[config.mk]
export PLATFORM = sky130hd
export DESIGN_NAME = button_click_classifier
export DESIGN_NICKNAME = d
export VERILOG_FILES = /design/src/hdl/bcc_pkg.sv /design/src/hdl/button_click_classifier.sv /design/src/hdl/bcc_button_update.sv
export SDC_FILE = /design/constraint.sdc
export NUM_CORES = 1
export LEC_CHECK = 0
export CAP_MARGIN = 10
export CORE_ASPECT_RATIO = 1.5
export CORE_MARGIN = 4
export CORE_UTILIZATION = 65
export DETAILED_ROUTE_END_ITERATION = 10
export DONT_BUFFER_PORTS = 1
export GPL_ROUTABILITY_DRIVEN = 0
export PLACE_DENSITY_LB_ADDON = 0.05
export SYNTH_ARGS = -nofsm -noshare
export SYNTH_HDL_FRONTEND = slang
export SYNTH_HIERARCHICAL = 1
export SYNTH_SLANG_ARGS = --single-unit
[constraint.sdc]
create_clock -name clock -period 11.39 [get_ports clock]
set_input_delay 1.7085 -clock clock [delete_from_list [all_inputs] [get_ports clock]]
set_output_delay 1.7085 -clock clock [all_outputs]
set_load 0.02 [all_outputs]
[src/hdl/bcc_pkg.sv]
// Shared types and constants for the button click classifier.
// No dependencies; used by the update logic, the top level and the checker.
package bcc_pkg;

   localparam int NUM_BUTTONS = 4;
   localparam int BTN_IDX_W   = (NUM_BUTTONS > 1) ? $clog2(NUM_BUTTONS) : 1;
   localparam logic [2:0] BTN_COUNT = 3'(NUM_BUTTONS);

   localparam int CSR_IDX_W  = 2;
   localparam int CSR_DATA_W = 16;

   localparam logic [CSR_IDX_W-1:0] CSR_DEBOUNCE   = 2'd0;
   localparam logic [CSR_IDX_W-1:0] CSR_LONG_PRESS = 2'd1;
   localparam logic [CSR_IDX_W-1:0] CSR_CLICK_GAP  = 2'd2;

   localparam logic [7:0]  DEBOUNCE_RESET   = 8'd3;
   localparam logic [15:0] LONG_PRESS_RESET = 16'd30;
   localparam logic [15:0] CLICK_GAP_RESET  = 16'd15;

   localparam logic [7:0]  COUNT8_MAX  = 8'hFF;
   localparam logic [15:0] COUNT16_MAX = 16'hFFFF;

   typedef enum logic [1:0] {
      PH_IDLE = 2'd0,
      PH_DOWN = 2'd1,
      PH_GAP  = 2'd2
   } phase_type;

   typedef enum logic [1:0] {
      EV_NONE   = 2'd0,
      EV_SINGLE = 2'd1,
      EV_DOUBLE = 2'd2,
      EV_LONG   = 2'd3
   } ev_kind_type;

   typedef struct packed {
      logic [7:0]  debounce_ticks;
      logic [15:0] long_press_ticks;
      logic [15:0] click_gap_ticks;
   } cfg_type;

   typedef struct packed {
      logic        stable_level;
      logic [7:0]  mismatch_count;
      logic [15:0] tick_count;
      phase_type   click_phase;
      logic [7:0]  press_repeats;
   } btn_state_type;

endpackage

[src/hdl/button_click_classifier.sv]
// Top level of the button click classifier: input register, per-button state,
// LED register and result register. Depends on bcc_pkg and bcc_button_update.
//
// Each request transaction is one scan tick of one active-low button; each
// tick yields exactly one response transaction carrying the event it closed
// (none, single click, double click or long press), the button index and the
// LED toggle register after the tick. While rsp_ready keeps up, the block
// sustains one transaction per clock cycle: a tick is captured in an input
// register, and when it advances the per-button update logic reads that
// button's state, writes the new state back and loads the result register at
// the same clock edge, so a tick of the same button right behind it already
// sees the updated state. A response passes the input register and then the
// result register, where it is held until rsp_ready takes it.
// The input register keeps accepting while a finished response waits for
// rsp_ready, and stalls only when both registers are occupied. Configuration
// writes take effect at the clock edge where csr_wr_en is high and should be
// issued only while no transaction is in flight. All state resets at once;
// there is no clearing pass.
module button_click_classifier (
   input  logic                            clock,
   input  logic                            reset,
   input  logic                            req_valid,
   output logic                            req_ready,
   input  logic [1:0]                      req_button_index,
   input  logic                            req_raw_level,
   output logic                            rsp_valid,
   input  logic                            rsp_ready,
   output logic [1:0]                      rsp_event_kind,
   output logic [1:0]                      rsp_event_button,
   output logic [7:0]                      rsp_led_bits,
   input  logic                            csr_wr_en,
   input  logic [bcc_pkg::CSR_IDX_W-1:0]   csr_index,
   input  logic [bcc_pkg::CSR_DATA_W-1:0]  csr_wr_data
);

   // Configuration registers.
   bcc_pkg::cfg_type cfg_ff, cfg_in;

   always_comb begin
      cfg_in = cfg_ff;
      if (csr_wr_en) begin
         unique case (csr_index)
            bcc_pkg::CSR_DEBOUNCE:   cfg_in.debounce_ticks   = csr_wr_data[7:0];
            bcc_pkg::CSR_LONG_PRESS: cfg_in.long_press_ticks = csr_wr_data;
            bcc_pkg::CSR_CLICK_GAP:  cfg_in.click_gap_ticks  = csr_wr_data;
            default:                 cfg_in = cfg_ff;
         endcase
      end
   end

   always_ff @(posedge clock) begin
      if (reset) begin
         cfg_ff.debounce_ticks   <= bcc_pkg::DEBOUNCE_RESET;
         cfg_ff.long_press_ticks <= bcc_pkg::LONG_PRESS_RESET;
         cfg_ff.click_gap_ticks  <= bcc_pkg::CLICK_GAP_RESET;
      end else begin
         cfg_ff <= cfg_in;
      end
   end

   // Input register and the handshake that moves it into the result register.
   logic       in_valid_ff;
   logic [1:0] in_index_ff;
   logic       in_raw_ff;
   logic       rsp_valid_ff;
   logic       advance;
   logic       req_accept;

   assign advance    = in_valid_ff && (!rsp_valid_ff || rsp_ready);
   assign req_ready  = !in_valid_ff || advance;
   assign req_accept = req_valid && req_ready;

   always_ff @(posedge clock) begin
      if (reset) begin
         in_valid_ff <= 1'b0;
      end else if (req_accept) begin
         in_valid_ff <= 1'b1;
      end else if (advance) begin
         in_valid_ff <= 1'b0;
      end
   end

   always_ff @(posedge clock) begin
      if (req_accept) begin
         in_index_ff <= req_button_index;
         in_raw_ff   <= req_raw_level;
      end
   end

   // Per-button state and the update for the button of the held tick.
   bcc_pkg::btn_state_type btn_ff [bcc_pkg::NUM_BUTTONS];
   bcc_pkg::btn_state_type btn_cur;
   bcc_pkg::btn_state_type btn_nxt;
   bcc_pkg::ev_kind_type   upd_ev;
   bcc_pkg::ev_kind_type   ev_in;
   logic [bcc_pkg::BTN_IDX_W-1:0] sel;
   logic                          in_hit;

   // A tick for an index beyond the configured buttons changes nothing.
   assign in_hit  = ({1'b0, in_index_ff} < bcc_pkg::BTN_COUNT);
   assign sel     = in_index_ff[bcc_pkg::BTN_IDX_W-1:0];
   assign btn_cur = btn_ff[sel];

   bcc_button_update u_update (
      .cfg       (cfg_ff),
      .cur       (btn_cur),
      .raw_level (in_raw_ff),
      .nxt       (btn_nxt),
      .ev        (upd_ev)
   );

   assign ev_in = in_hit ? upd_ev : bcc_pkg::EV_NONE;

   always_ff @(posedge clock) begin
      if (reset) begin
         for (int k = 0; k < bcc_pkg::NUM_BUTTONS; k++) begin
            btn_ff[k].stable_level   <= 1'b1;
            btn_ff[k].mismatch_count <= 8'd0;
            btn_ff[k].tick_count     <= 16'd0;
            btn_ff[k].click_phase    <= bcc_pkg::PH_IDLE;
            btn_ff[k].press_repeats  <= 8'd0;
         end
      end else if (advance && in_hit) begin
         btn_ff[sel] <= btn_nxt;
      end
   end

   // LED toggle register. A long press or a double click flips the button's
   // own bit; a single click flips the bit four places above it.
   logic [7:0] led_ff, led_in;
   logic [2:0] led_bit;

   always_comb begin
      led_bit = (ev_in == bcc_pkg::EV_SINGLE) ? {1'b1, in_index_ff} : {1'b0, in_index_ff};
      led_in  = led_ff;
      if (ev_in != bcc_pkg::EV_NONE) begin
         led_in = led_ff ^ (8'd1 << led_bit);
      end
   end

   always_ff @(posedge clock) begin
      if (reset) begin
         led_ff <= 8'd0;
      end else if (advance) begin
         led_ff <= led_in;
      end
   end

   // Result register.
   logic [1:0] rsp_kind_ff;
   logic [1:0] rsp_button_ff;
   logic [7:0] rsp_led_ff;

   always_ff @(posedge clock) begin
      if (reset) begin
         rsp_valid_ff <= 1'b0;
      end else if (advance) begin
         rsp_valid_ff <= 1'b1;
      end else if (rsp_ready) begin
         rsp_valid_ff <= 1'b0;
      end
   end

   always_ff @(posedge clock) begin
      if (advance) begin
         rsp_kind_ff   <= ev_in;
         rsp_button_ff <= in_index_ff;
         rsp_led_ff    <= led_in;
      end
   end

   assign rsp_valid        = rsp_valid_ff;
   assign rsp_event_kind   = rsp_kind_ff;
   assign rsp_event_button = rsp_button_ff;
   assign rsp_led_bits     = rsp_led_ff;

endmodule

[src/hdl/bcc_button_update.sv]
// Next-state and event logic for one button on one scan tick.
// Depends on bcc_pkg for the state, configuration and event types.
module bcc_button_update (
   input  bcc_pkg::cfg_type       cfg,
   input  bcc_pkg::btn_state_type cur,
   input  logic                   raw_level,
   output bcc_pkg::btn_state_type nxt,
   output bcc_pkg::ev_kind_type   ev
);

   always_comb begin
      logic [7:0]  mc_inc;
      logic [15:0] tc;
      nxt = cur;
      ev  = bcc_pkg::EV_NONE;

      // Ticks only run while a click sequence is open.
      tc = cur.tick_count;
      if (cur.click_phase != bcc_pkg::PH_IDLE && tc != bcc_pkg::COUNT16_MAX) begin
         tc = tc + 16'd1;
      end
      nxt.tick_count = tc;

      if (cur.stable_level != raw_level) begin
         mc_inc = (cur.mismatch_count == bcc_pkg::COUNT8_MAX) ?
                  cur.mismatch_count : cur.mismatch_count + 8'd1;
         if (mc_inc >= cfg.debounce_ticks) begin
            nxt.stable_level   = raw_level;
            nxt.mismatch_count = 8'd0;
         end else begin
            nxt.mismatch_count = mc_inc;
         end
      end else begin
         mc_inc             = 8'd0;
         nxt.mismatch_count = 8'd0;
      end

      case (cur.click_phase)
         bcc_pkg::PH_DOWN: begin
            if (nxt.stable_level) begin
               if (tc >= cfg.long_press_ticks) begin
                  ev              = bcc_pkg::EV_LONG;
                  nxt.click_phase = bcc_pkg::PH_IDLE;
               end else begin
                  nxt.tick_count  = 16'd0;
                  nxt.click_phase = bcc_pkg::PH_GAP;
               end
            end else if (tc >= cfg.long_press_ticks) begin
               nxt.press_repeats = 8'd0;
            end
         end
         bcc_pkg::PH_GAP: begin
            if (tc >= cfg.click_gap_ticks) begin
               nxt.click_phase = bcc_pkg::PH_IDLE;
               if (cur.press_repeats == 8'd1) begin
                  ev = bcc_pkg::EV_SINGLE;
               end else if (cur.press_repeats == 8'd2) begin
                  ev = bcc_pkg::EV_DOUBLE;
               end
            end else if (!nxt.stable_level) begin
               if (cur.press_repeats != bcc_pkg::COUNT8_MAX) begin
                  nxt.press_repeats = cur.press_repeats + 8'd1;
               end
               nxt.tick_count  = 16'd0;
               nxt.click_phase = bcc_pkg::PH_DOWN;
            end
         end
         default: begin
            // Idle, and the unused phase code, which behaves as idle.
            if (!nxt.stable_level) begin
               nxt.tick_count    = 16'd0;
               nxt.press_repeats = 8'd1;
               nxt.click_phase   = bcc_pkg::PH_DOWN;
            end
         end
      endcase
   end

endmodule

# ---- Word level (Yosys, flattened, before mapping)
# Memories as Yosys holds them, arrays and structs flattened. A register that Yosys moved wholly into a read port is not among the register bits.
# Index checks and enable logic that the tools add are counted.
dict set report classes {
  add_sub_neg 3
  magnitude_cmp 3
  eq_ne 11
  shifts 1
  mux 39
  n_bitwise 1
  reduce_logical 16
}
# cell count
set ops {}
lappend ops {{$mux W8} 8}
lappend ops {{$mux W26} 2}
lappend ops {{$pmux W26 S2} 1}
lappend ops {{$mux W16} 3}
lappend ops {{$mux W35} 1}
lappend ops {{$reduce_or A35 Y1} 1}
lappend ops {{$ge A16 B16 Y1} 2}
lappend ops {{$mux W18} 1}
lappend ops {{$mux W2} 9}
lappend ops {{$add A16 B1 Y16 const B} 1}
lappend ops {{$add A8 B1 Y8 const B} 2}
lappend ops {{$ne A16 B16 Y1 const B} 1}
lappend ops {{$mux W1} 12}
lappend ops {{$eq A8 B1 Y1 const B} 1}
lappend ops {{$eq A8 B2 Y1 const B} 1}
lappend ops {{$eq A8 B8 Y1 const B} 1}
lappend ops {{$ge A8 B8 Y1} 1}
lappend ops {{$ne A8 B8 Y1 const B} 1}
lappend ops {{$reduce_bool A2 Y1} 4}
lappend ops {{$shl A1 B3 Y8 const A} 1}
lappend ops {{$xor A8 B8 Y8} 1}
lappend ops {{$eq A2 B1 Y1 const B} 3}
lappend ops {{$reduce_and A2 Y1} 3}
lappend ops {{$eq A2 B2 Y1 const B} 2}
lappend ops {{other kinds (7)} 11}
dict set report word_totals {
  register_bits 65
  mem_bits_rw 140
  in_bits 26
  out_inout_bits 14
  wordCells 86
  n_memories 1
}
# name words width read_ports rd_clocked_by_memory_dff wr line_no
set memory_table {}
lappend memory_table {btn_ff 4 35 1 1 4 button_click_classifier.sv:91} ;# bcc_pkg::btn_state_type btn_ff [bcc_pkg::NUM_BUTTONS];

# ---- Longest topological paths before layout
# Gate-level depths: netlist of run 1.
dict set report depth {
  word_depth 12
  depth_mapped 22
  mapped_depth_nobuf 19
}

# ---- Cells and area by module
# The synthesis of run 1 kept the hierarchy.
# mod n_inst cells_each area_each_um2 seq_area_each_um2
set modules_own_cells {}
lappend modules_own_cells {button_click_classifier 1 609 8608.3 5685.5}
lappend modules_own_cells {bcc_button_update 1 320 2248.4 0.0}

# ---- Worst setup path before layout of run 1
# Ideal clock, no wire load.
dict set report synth_timing {
  path_type {reg2reg}
  start {register with a tool-made name}
  end {register led_ff[4]}
  setup_time_ns 0.123
  arrival_ns 4.940
  t_required_ns 11.267
  setup_slack_ns 6.327
  stages_incl_launch_ff 22
  n_path_buf 3
  synth_period_minus_slack_ns 5.063
  path_cell_list {dfxtp_1 > buf_2 > buf_2 > mux4_2 > ha_1 > nand4_1 > nor4_1 > nor2_1 > and4_1 > clkbuf_1 > nand4_1 > xnor2_1 > ha_1 > nand4_1 > nor4_1 > a32o_1 > nor3_4 > nor4b_1 > o21a_1 > nand2b_1 > nor4_1 > mux2_1}
}
# item line_no
set synth_rtl {}
lappend synth_rtl {{end signal, assigned} button_click_classifier.sv:145} ;# led_ff <= led_in;
lappend synth_rtl {{end, declared} button_click_classifier.sv:130} ;# logic [7:0] led_ff, led_in;

==> flow_summary.json, run 1 <==
{
  "syn-num-nets": 1003,
  "adder_cell_share_of_the_synthesized_area": 0.0553,
  "final-max-slew-violation-count": 0,
  "leakage_nw": 4.35,
  "criticalPathCategory": "flip-flop to flip-flop",
  "timing.final.ws_setup_ps": 4980,
  "synth_top_family_by_area": "simple AND/OR/NAND/NOR gates",
  "grt-ovfl-total": 0,
  "filler_cells_inserted": 1182,
  "nets": 988,
  "core.rowCount": 57,
  "num_antenna_cells": 0,
  "synthFlopType": "edfxtp_1",
  "routed-via-count": 6996,
  "ys_types": 72,
  "tritoncts_num_sinks": 207,
  "synth_area_um2": 10900,
  "worst_r2r_endpoint": "led_ff[4]$_SDFFE_PP0P_",
  "ctsRootBufferMaster": "clkbuf_16",
  "ys_seq_area_frac": 0.524,
  "die_y_um": 166,
  "setup_viol": 0,
  "drtAntennaViolNets": 0,
  "worst_slew_pin_slew_ps": 1110,
  "crit_fanout": 29,
  "worst_ir_drop_vdd_uv": 132,
  "detail_route.first_pass.iterations": 5,
  "grt_first_pass_wirelength_um": 39100,
  "grt_pass1_vias": 7479,
  "cts-root-to-sink-buffers": 3,
  "cp-endpoint": "led_ff[4]$_SDFFE_PP0P_",
  "finalHoldViolations": 0,
  "core_area_um2": 16300,
  "first_iter_violations": 522,
  "drc_errors": 0,
  "clock-skew-final_ps": 9.72,
  "hp-class": "flip-flop to flip-flop",
  "layout-drive-gt1-share": 0.108,
  "die_area_um2": 18900,
  "total_routing_usage_reported_by_global_routing": 0.263,
  "asyncSetResetFlopFracSynth": 0,
  "cts-buffers-inserted": 20,
  "layout-area-overhead-vs-synth_pct": 6.60,
  "ff2ff_path_depth": 16,
  "grt_max_degree": 60,
  "timing.final.crit_share": 0.563,
  "synth.avg_cell_area_um2": 11.7,
  "floorplan.die.width_um": 114,
  "slew-limit-headroom": 0.238,
  "avgRoutedWirePerCell_um": 21.3,
  "post_cts_hold_buffer_count": 0,
  "regToRegSetupSlack_ps": 4980,
  "synthesis.yosys.warnings": 6,
  "postSynthRegisterBits": 207,
  "antenna_found_initial": 0,
  "status": "finished clean",
  "clk_transition_reported_paths_ps": 60,
  "clock_latency_ps": 490,
  "achievable_frequency_mhz": 156,
  "dpl_worst_slack_ps": 5120,
  "worst-endpoint-arrival_ps": 6790,
  "cts_max_level": 1,
  "synthMuxAreaShare": 0.0910,
  "post_synthesis_cell_type_with_the_largest_combined_area": "edfxtp_1",
  "worstPathRequired_ps": 11760,
  "fin_tns_setup_ps": 0,
  "top_level_ports": 40,
  "dp.cells": 1098,
  "worstSetupEndpointType": "flip-flop",
  "post-cts-setup-buffers": 0,
  "initial_cell_density_of_the_core": 0.665,
  "period_needed_ps": 6410,
  "crit_path_start_kind": "flip-flop",
  "synth-edff-count": 154,
  "synthesis.instances": 929,
  "synth_area_leaders": "edfxtp_1 (43%), dfxtp_1 (9.8%), and2_1 (8.0%)",
  "synth_compound_area_frac": 0.0575,
  "yosys.area.top_type_share": 0.426,
  "post_cts.resized_instances": 0,
  "finalHoldWorstSlack_ps": 452,
  "via_per_inst": 6.17,
  "place.detailed.hpwl_um": 16000,
  "max_cap_viol_count": 0,
  "setup_repair_after_global_routing_missed_its_margin": "no",
  "cts_tree": "done",
  "post_synthesis_share_of_cell_area_spent_on_and_or_nand_and_nor_gates": 0.210,
  "power_density_of_the_placed_cells_nw_per_um2": 153,
  "post_synth_xor_area_fraction": 0.0234,
  "postRouteWirelength_um": 24100,
  "instances_no_fill": 1134,
  "port_buffers": 0
}
-- Yosys cell counts (3+ instances only) --
| master | number |
|---|---|
| mux4_2 | 35 |
| a211oi_1 | 3 |
| o21ai_0 | 11 |
| nand2b_1 | 8 |
| and2_1 | 139 |
| a21oi_1 | 46 |
| nor3_1 | 3 |
| and4_1 | 4 |
| a41oi_1 | 3 |
| nor3_4 | 5 |
| or4_1 | 6 |
| nor3b_1 | 3 |
| nor2b_1 | 28 |
| o21a_1 | 4 |
| edfxtp_1 | 154 |
| clkbuf_1 | 17 |
| dfxtp_1 | 53 |
| nand4_1 | 12 |
| nand3b_1 | 15 |
| inv_1 | 48 |
| nand2_1 | 94 |
| nand3_1 | 13 |
| nor2_1 | 35 |
| clkbuf_2 | 4 |
| buf_2 | 15 |
| and3_1 | 7 |
| o31ai_1 | 7 |
| mux2i_1 | 11 |
| xor2_1 | 11 |
| mux2_2 | 6 |
| or2_2 | 5 |
| nor4_1 | 7 |
| xnor2_1 | 18 |
| ha_1 | 48 |
-- routing by layer --
layer	wire length, um	global-route usage	vias to the layer above
met5	0	0	-
met4	842	0.103	0
met3	983	0.0365	60
met2	12900	0.468	187
met1	9390	0.319	3450
li1	-	-	3299
-- cells in the final DEF (no fill, tap or decap), types with 8 or more instances in the layout --
cell type and instances:
and2_1 139, nand3_1 13, nor2_1 35, xnor2_1 18, nand3b_1 15, ha_1 48
nand2b_1 8, buf_4 8, mux4_2 35, a21oi_1 46, clkbuf_16 22, dfxtp_1 52
edfxtp_1 154, nand4_1 12, o21ai_0 11, nor2b_1 28, xor2_1 11, inv_1 51
mux2i_1 11, nand2_1 94
-- how the worst min path moves through the flow --
| stage | startpoint | to | slack (ps) | cells after the start |
|---|---|---|---|---|
| 6_report | cfg_ff[26]$_SDFFE_PP0P_ | cfg_ff[26]$_SDFFE_PP0P_ | 450 | 2 |
| 5_1_grt | cfg_ff[25]$_SDFFE_PP0P_ | cfg_ff[25]$_SDFFE_PP0P_ | 470 | 2 |
| 4_1_cts | cfg_ff[26]$_SDFFE_PP0P_ | cfg_ff[26]$_SDFFE_PP0P_ | 450 | 2 |
| 3_5_place_dp | cfg_ff[26]$_SDFFE_PP0P_ | cfg_ff[26]$_SDFFE_PP0P_ | 440 | 2 |
| 3_3_place_gp | cfg_ff[26]$_SDFFE_PP0P_ | cfg_ff[26]$_SDFFE_PP0P_ | 440 | 2 |
| 2_1_floorplan | in_index_ff[0]$_DFFE_PN_ | rsp_event_button[0]$_DFFE_PP_ | 420 | 0 |
-- stage by stage --
| stage | area (um^2) | total power [W] | utilization |
|---|---|---|---|
| finish | 11600 | 0.00177 | 0.709 |
| global route | 11600 | 0.00184 | 0.709 |
| CTS | 11600 | 0.00177 | 0.709 |
| detailed placement | 10900 | 0.00114 | 0.670 |
| global placement | 10900 | 0.00112 | 0.670 |
| floorplan | 10900 | 0.00107 | - |
-- sequential cells by signal (all words and copies together) (netlist names), named ones only --
register and cells:
in_raw_ff 1, rsp_event_button 2, led_ff 8, rsp_valid 1
in_index_ff 2, cfg_ff 40, rsp_event_kind 2, rsp_led_bits 8
btn_ff 140, in_valid_ff 1
-- worst max-delay path: stages, from the launching register on --
cell      delay (ps)
dfxtp_2          480
buf_4            560
mux4_2           630
nand4_1          270
nand4_1          160
xnor2_1          170
ha_1             310
nand4_1          100
o31ai_1          540
mux2i_1          980
clkinv_1         540
nand2_1          180
nor2_1            70
o21a_1           290
nand2b_1         270
nor4_1           360
mux2_1           370
-- kinds of logic after synthesis --
kind of cell | Yosys count
compound gates | 98
xor+xnor | 29
fa+ha+maj | 48
buf+inv | 95
flops | 207
mux | 54
simple gates | 398
-- layout make-up --
| type | instances | area, um^2 | share of cell area |
|---|---|---|---|
| Clock buffer | 29 | 597 | 0.0516 |
| Clock inverter | 7 | 35.0 | 0.00303 |
| Inverter | 50 | 188 | 0.0162 |
| Multi-Input combinational cell | 627 | 4750 | 0.410 |
| Sequential cell | 207 | 5690 | 0.491 |
| Tap cell | 206 | 258 | 0.0223 |
| Timing Repair Buffer | 8 | 60.1 | 0.00519 |
-- power by group --
| part | switching [W] | total [W] | internal (W) |
|---|---|---|---|
| clock network | 0.000278 | 0.000642 | 0.000365 |
| registers | 0.0000161 | 0.000857 | 0.000840 |
| logic | 0.000167 | 0.000267 | 0.0000995 |
| total | 0.000461 | 0.00177 | 0.00130 |
(Power assumes the default switching activity.)
==> run 2: changes to the inputs <==
--- a/config.mk
+++ b/config.mk
@@ -5,10 +5,11 @@
 export SDC_FILE = /design/constraint.sdc
 export NUM_CORES = 1
 export LEC_CHECK = 0
+export ABC_AREA = 1
 export CAP_MARGIN = 10
 export CORE_ASPECT_RATIO = 1.5
 export CORE_MARGIN = 4
-export CORE_UTILIZATION = 65
+export CORE_UTILIZATION = 64
 export DETAILED_ROUTE_END_ITERATION = 10
 export DONT_BUFFER_PORTS = 1
 export GPL_ROUTABILITY_DRIVEN = 0
==> constraint.sdc (replaced) <==
create_clock -name clock -period 6.5 [get_ports clock]
set_input_delay 0.975 -clock clock [delete_from_list [all_inputs] [get_ports clock]]
set_output_delay 0.975 -clock clock [all_outputs]
set_load 0.02 [all_outputs]
==> flow_summary.json, run 2 <==
{
  "ys_seq_area_frac": 0.501,
  "synth_compound_area_frac": 0.0997,
  "reg_top3": "btn_ff (140), cfg_ff (40)",
  "register_bank_with_the_most_flops": "btn_ff",
  "port_buffers": 0,
  "cts-root-to-sink-buffers": 3,
  "num_antenna_cells": 0,
  "synthesis.instances": 1349,
  "hp-class": "flip-flop to flip-flop",
  "worst_ir_drop_vdd_uv": 248,
  "post_cts.resized_instances": 0,
  "clk_transition_reported_paths_ps": 60,
  "power_report.internal_total_w": 0.00236,
  "top_level_ports": 40,
  "cts_max_level": 1,
  "routed-via-count": 8824,
  "tritoncts_num_sinks": 207,
  "cp-endpoint": "rsp_led_bits[6]$_DFFE_PP_",
  "asyncSetResetFlopFracSynth": 0,
  "initial_cell_density_of_the_core": 0.654,
  "grt_pass1_vias": 8600,
  "avgRoutedWirePerCell_um": 17.3,
  "share_clk_of_total_power": 0.328,
  "layout.cells.most_common_list": "nor2_1 (287), nand2_1 (204), inv_1 (178)",
  "crit_chain": "buf_4, o21ai_0, o22ai_1, ha_1, nand3_1, nor2_1, nand3b_1, nand2_2, inv_2, nand2_1, xor2_1, inv_1, ha_1, nand2_1, nor4_4, nand2_1, nand2_1, nand4_1, a21oi_1, inv_1, nor2_1, nand2_1, nand2_1, nand2_1",
  "max_cap_viol_count": 0,
  "cp_common_cell": "nand2_1",
  "nets": 1408,
  "setup_viol": 0,
  "post_cts_hold_buffer_count": 0,
  "worst_path_largest_cell_delay_ps": 570,
  "post_synthesis_share_of_cell_area_spent_on_and_or_nand_and_nor_gates": 0.240,
  "comb_power_share": 0.230,
  "grt-ovfl-total": 0,
  "via_per_inst": 5.65,
  "antenna_found_initial": 0,
  "drtAntennaViolNets": 0,
  "syn-num-nets": 1423,
  "floorplan.die.width_um": 117,
  "seq_area_um2": 5690,
  "cp_num_buf_inv": 4,
  "postRouteWirelength_um": 27000,
  "synth_area_leaders": "edfxtp_1 (41%), nor2_1 (9.5%), dfxtp_1 (9.4%)",
  "power_density_of_the_placed_cells_nw_per_um2": 285,
  "total_routing_usage_reported_by_global_routing": 0.278,
  "clock_latency_ps": 490,
  "final-max-slew-violation-count": 0,
  "grt_first_pass_wirelength_um": 43500,
  "cts_tree": "done",
  "synth_area_um2": 11300,
  "synthMostInstantiatedCell": "nor2_1",
  "first_iter_violations": 819,
  "worstSetupEndpointType": "flip-flop",
  "adder_cell_share_of_the_synthesized_area": 0.0530,
  "status": "finished clean",
  "synth.avg_cell_area_um2": 8.41,
  "setup_repair_after_global_routing_missed_its_margin": "no",
  "synthMuxAreaShare": 0,
  "layout_commonest_cell": "nor2_1",
  "number_of_gates_on_the_worst_path_with_buffers_counted": 24,
  "cts-buffers-inserted": 20,
  "largest_register_ffs": 140,
  "postSynthRegisterBits": 207,
  "core.rowCount": 59,
  "regToRegSetupSlack_ps": 1010,
  "instances_no_fill": 1561,
  "finish.instance_area_um2": 12000,
  "place.detailed.hpwl_um": 17500,
  "period_needed_ps": 5490,
  "filler_cells_inserted": 1430,
  "synthFlopType": "edfxtp_1",
  "fin_tns_setup_ps": 0,
  "synth_top_family_by_area": "simple AND/OR/NAND/NOR gates",
  "layout-drive-gt1-share": 0.0660,
  "detailed_place.area_um2": 11400,
  "crit_fanout": 70,
  "ys_types": 42,
  "ctsRootBufferMaster": "clkbuf_16",
  "worst-endpoint-arrival_ps": 5730,
  "core_area_um2": 17300,
  "multi_input_area_um2": 4640,
  "post-cts-setup-buffers": 0,
  "dp.cells": 1525,
  "finalHoldViolations": 0,
  "detail_route.first_pass.iterations": 6,
  "total_power_w": 0.00342,
  "clock-skew-final_ps": 12.3,
  "worst_slew_pin_slew_ps": 926,
  "synth-edff-count": 154,
  "criticalPathCategory": "flip-flop to flip-flop",
  "hold_path_startpoint": "cfg_ff[28]$_SDFFE_PP0P_",
  "timing.final.crit_share": 0.844,
  "cpMaxStageDelayCell": "buf_4",
  "synthesis.yosys.warnings": 6,
  "power_switching_share": 0.312,
  "worst_r2r_endpoint": "rsp_led_bits[6]$_DFFE_PP_",
  "worstPathRequired_ps": 6740,
  "die_area_um2": 20000,
  "yosys.area.top_type_share": 0.408,
  "die_y_um": 171,
  "crit_path_start_kind": "flip-flop",
  "post_synthesis_cell_type_with_the_largest_combined_area": "edfxtp_1",
  "post_synth_xor_area_fraction": 0.0170,
  "seqPwrFrac": 0.441,
  "drc_errors": 0,
  "yosys-top-cells-count": "nor2_1 (287), nand2_1 (204), inv_1 (178), edfxtp_1 (154), o21ai_0 (113)",
  "timing.critical_path.max_delay_family": "simple AND/OR/NAND/NOR gates",
  "ff2ff_path_depth": 24,
  "layout-area-overhead-vs-synth_pct": 5.96,
  "leakage_nw": 5.01,
  "achievable_frequency_mhz": 182,
  "grt_max_degree": 71,
  "slew-limit-headroom": 0.382,
  "p_switching_w": 0.00107
}
run 2: routing by layer:
| layer | GRT usage | share of wire | vias to the layer above |
|---|---|---|---|
| met4 | 0.0768 | 0.027 | 0 |
| met2 | 0.487 | 0.50 | 296 |
| met1 | 0.357 | 0.41 | 4099 |
| li1 | - | - | 4384 |
| met5 | 0 | 0 | - |
| met3 | 0.0389 | 0.063 | 45 |
run 2: power groups by stage:
stage               Sequential [W]  Clock (W)  Combinational (W)
floorplan                  0.00153          0           0.000609
global placement           0.00154          0           0.000760
detailed placement         0.00154          0           0.000776
CTS                        0.00151    0.00113           0.000780
global route               0.00152    0.00120           0.000891
finish                     0.00151    0.00112           0.000788
run 2: kinds of logic (layout without fill, tap and decap cells):
| kind of cell | count (synthesis) | in the layout |
|---|---|---|
| flip-flops | 207 | 207 |
| buffers and inverters | 234 | 233 |
| XOR/XNOR | 22 | 22 |
| AND/OR/NAND/NOR | 627 | 627 |
| AO/OA/AOI/OAI | 211 | 211 |
| adder cells (fa/ha/maj) | 48 | 48 |
run 2: worst min-delay path by stage:
stage          cells after the start                      end  slack [ps]
5_1_grt                            2  cfg_ff[29]$_SDFFE_PP0P_         480
4_1_cts                            2  cfg_ff[28]$_SDFFE_PP0P_         460
3_5_place_dp                       2  cfg_ff[28]$_SDFFE_PP0P_         450
3_3_place_gp                       2  cfg_ff[22]$_SDFFE_PP0P_         450
2_1_floorplan                      2   cfg_ff[1]$_SDFFE_PP1P_         440
6_report                           2  cfg_ff[28]$_SDFFE_PP0P_         460
run 2: worst register-to-register path: cells and delay by family (launching register included):
family	cells	cell delay, ps
and+or+nand+nor	14	2420
buffers and inverters	4	890
AOI/OAI and AO/OA	3	750
adders and majority gates	2	540
DFF	1	330
xor gates and xnor gates	1	310
run 2: cell type report:
| cell class | instances | share of cell area |
|---|---|---|
| inverters | 183 | 0.0572 |
| flip-flops and latches | 207 | 0.473 |
| clock buffers | 31 | 0.0477 |
| clock inverters | 5 | 0.00458 |
| multi-input cells | 908 | 0.386 |
| repair buffers | 14 | 0.00875 |
| well taps | 213 | 0.0222 |
run 2: through the flow:
stage | utilization | setup slack [ps] | hold WS [ps]
after floorplan | - | 2290 | 442
after global placement | 0.656 | 1180 | 447
after detailed placement | 0.656 | 1090 | 449
after CTS | 0.693 | 1090 | 459
after global routing | 0.693 | 461 | 479
final | 0.693 | 1010 | 458
==> run 3: changes to the inputs <==
--- a/config.mk
+++ b/config.mk
@@ -9,7 +9,7 @@
 export CAP_MARGIN = 10
 export CORE_ASPECT_RATIO = 1.5
 export CORE_MARGIN = 4
-export CORE_UTILIZATION = 64
+export CORE_UTILIZATION = 58
 export DETAILED_ROUTE_END_ITERATION = 10
 export DONT_BUFFER_PORTS = 1
 export GPL_ROUTABILITY_DRIVEN = 0
==> constraint.sdc (replaced) <==
create_clock -name clock -period 5 [get_ports clock]
set_input_delay 0.75 -clock clock [delete_from_list [all_inputs] [get_ports clock]]
set_output_delay 0.75 -clock clock [all_outputs]
set_load 0.02 [all_outputs]
==> flow_summary.json, run 3 (same netlist as run 2, synthesis figures left out) <==
{
  "grt_pass1_vias": 8776,
  "power_density_of_the_placed_cells_nw_per_um2": 368,
  "first_iter_violations": 729,
  "drtAntennaViolNets": 0,
  "cts_tree": "done",
  "grt_first_pass_wirelength_um": 45100,
  "post_cts_hold_buffer_count": 0,
  "port_buffers": 0,
  "power_report.internal_total_w": 0.00307,
  "post-cts-setup-buffers": 0,
  "setup_viol": 0,
  "routed-via-count": 9023,
  "worst-endpoint-arrival_ps": 4840,
  "finish.instance_area_um2": 12200,
  "initial_cell_density_of_the_core": 0.592,
  "grt_max_degree": 39,
  "dr_wl_met2_um": 14800,
  "total_power_w": 0.00451,
  "comb_power_share": 0.240,
  "layout_commonest_cell": "nor2_1",
  "largest_register_ffs": 140,
  "ctsRootBufferMaster": "clkbuf_16",
  "highest-signal-layer": "met4",
  "avgRoutedWirePerCell_um": 17.5,
  "clk_transition_reported_paths_ps": 70,
  "cts-buffers-inserted": 20,
  "instances_no_fill": 1620,
  "via_per_inst": 5.57,
  "status": "finished clean",
  "period_needed_ps": 4610,
  "cts-root-to-sink-buffers": 3,
  "detailed_place.area_um2": 11600,
  "top_level_ports": 40,
  "nets": 1424,
  "tritoncts_num_sinks": 207,
  "reg_top3": "btn_ff (140), cfg_ff (40)",
  "grt-ovfl-total": 0,
  "postRouteWirelength_um": 28400,
  "clock_latency_ps": 490,
  "worstSetupEndpointType": "flip-flop",
  "timing.final.crit_share": 0.922,
  "crit_fanout": 16,
  "die_y_um": 179,
  "final_util": 0.639,
  "slew-limit-headroom": 0.575,
  "layout-area-overhead-vs-synth_pct": 7.93,
  "layout.cells.most_common_list": "nor2_1 (286), nand2_1 (203), inv_1 (177)",
  "drt-met1-wl_um": 11300,
  "share_clk_of_total_power": 0.325,
  "max_cap_viol_count": 0,
  "drc_errors": 0,
  "finalHoldWorstSlack_ps": 336,
  "finalHoldViolations": 0,
  "clock-skew-final_ps": 11.6,
  "floorplan.die.width_um": 122,
  "met3_routed_wl_um": 1490,
  "worst_ir_drop_vdd_uv": 307,
  "final-max-slew-violation-count": 0,
  "leakage_nw": 5.09,
  "die_area_um2": 21900,
  "num_antenna_cells": 0,
  "achievable_frequency_mhz": 217,
  "register_bank_with_the_most_flops": "btn_ff",
  "worst_slew_pin_slew_ps": 637,
  "seqPwrFrac": 0.435,
  "filler_cells_inserted": 1705,
  "place.detailed.hpwl_um": 18700,
  "cts_max_level": 1,
  "criticalPathCategory": "flip-flop to flip-flop",
  "dp.cells": 1584,
  "hp-class": "input port to flip-flop",
  "worstPathRequired_ps": 5230,
  "p_switching_w": 0.00143,
  "layout-drive-gt1-share": 0.0828,
  "power_switching_share": 0.318,
  "total_routing_usage_reported_by_global_routing": 0.264,
  "core_area_um2": 19200,
  "antenna_found_initial": 0,
  "core.rowCount": 62,
  "detail_route.first_pass.iterations": 5,
  "crit_path_start_kind": "flip-flop"
}
==> run 3: cell count changes in the layout (fill, tap and decap cells not counted), sizes merged <==
cell | before | now
clkinvlp | 1 | 4
clkbuf | 31 | 26
clkinv | 4 | 7
inv | 182 | 181
buf | 14 | 30
==> run 3: power by group through the flow <==
stage / logic [W] / clock network (W) / registers (W)
after CTS: 0.00107 / 0.00148 / 0.00196
after floorplan: 0.000792 / 0 / 0.00199
final: 0.00108 / 0.00146 / 0.00196
after global placement: 0.00104 / 0 / 0.00200
after global routing: 0.00122 / 0.00154 / 0.00197
after detailed placement: 0.00106 / 0 / 0.00200
==> run 3: cell type report <==
class                   instances  area, um^2  area share
well taps                     256         320      0.0262
repair buffers                 30         245      0.0200
flip-flops and latches        207        5690       0.465
inverters                     183         691      0.0564
multi-input cells             908        4670       0.382
clock inverters                10        78.8     0.00644
clock buffers                  26         544      0.0445
==> run 3: repair_timing <==
item / 4_1_cts / 5_1_grt
setup endpoints to repair: 0 / 109
resized for setup: 0 / 10
endpoints found under the hold margin: 0 / 0
==> run 3: per-layer routing <==
metal  vias up  global-route usage
met5         -                   0
met4         0              0.0859
met3        55              0.0271
met2       269               0.478
met1      4285               0.328
li1       4414                   -
==> run 3: path summary, 6_finish.rpt <==
| check | endpoint | slack [ps] | cells after the start | from |
|---|---|---|---|---|
| min | rsp_valid$_SDFFE_PP0P_ | 340 | 1 | reset |
| max | btn_ff[2][12]$_SDFFCE_PN0P_ | 390 | 26 | flip-flop |
| min reg2reg | cfg_ff[30]$_SDFFE_PP0P_ | 460 | 2 | cfg_ff[30]$_SDFFE_PP0P_ |
| max reg2reg | btn_ff[2][12]$_SDFFCE_PN0P_ | 390 | 26 | flip-flop |
==> run 3: worst max-delay path: stages (launching register included) <==
cell and delay, ps:
dfxtp_1 340, clkinvlp_4 240, buf_4 190, o21ai_0 70, o22ai_1 320, nand4_1 260
nor3_4 250, inv_1 130, nand2_1 100, nor2_1 50, a21oi_1 300, ha_1 320
nand2_1 90, nor2_1 50, nor2_1 80, nand2_1 90, nand2_2 180, buf_4 190
nand3_4 100, nand2_4 190, nand2_1 90, nand2_1 80, nand3_2 90, nand2_4 240
nor2_1 70, inv_1 140, nor2_1 70
==> run 3: through the flow <==
step           setup TNS, ps  setup slack (ps)
2_1_floorplan              0               787
3_3_place_gp               0               264
3_5_place_dp               0              29.9
4_1_cts                    0              18.8
5_1_grt                -23.5             -21.5
6_report                   0               389
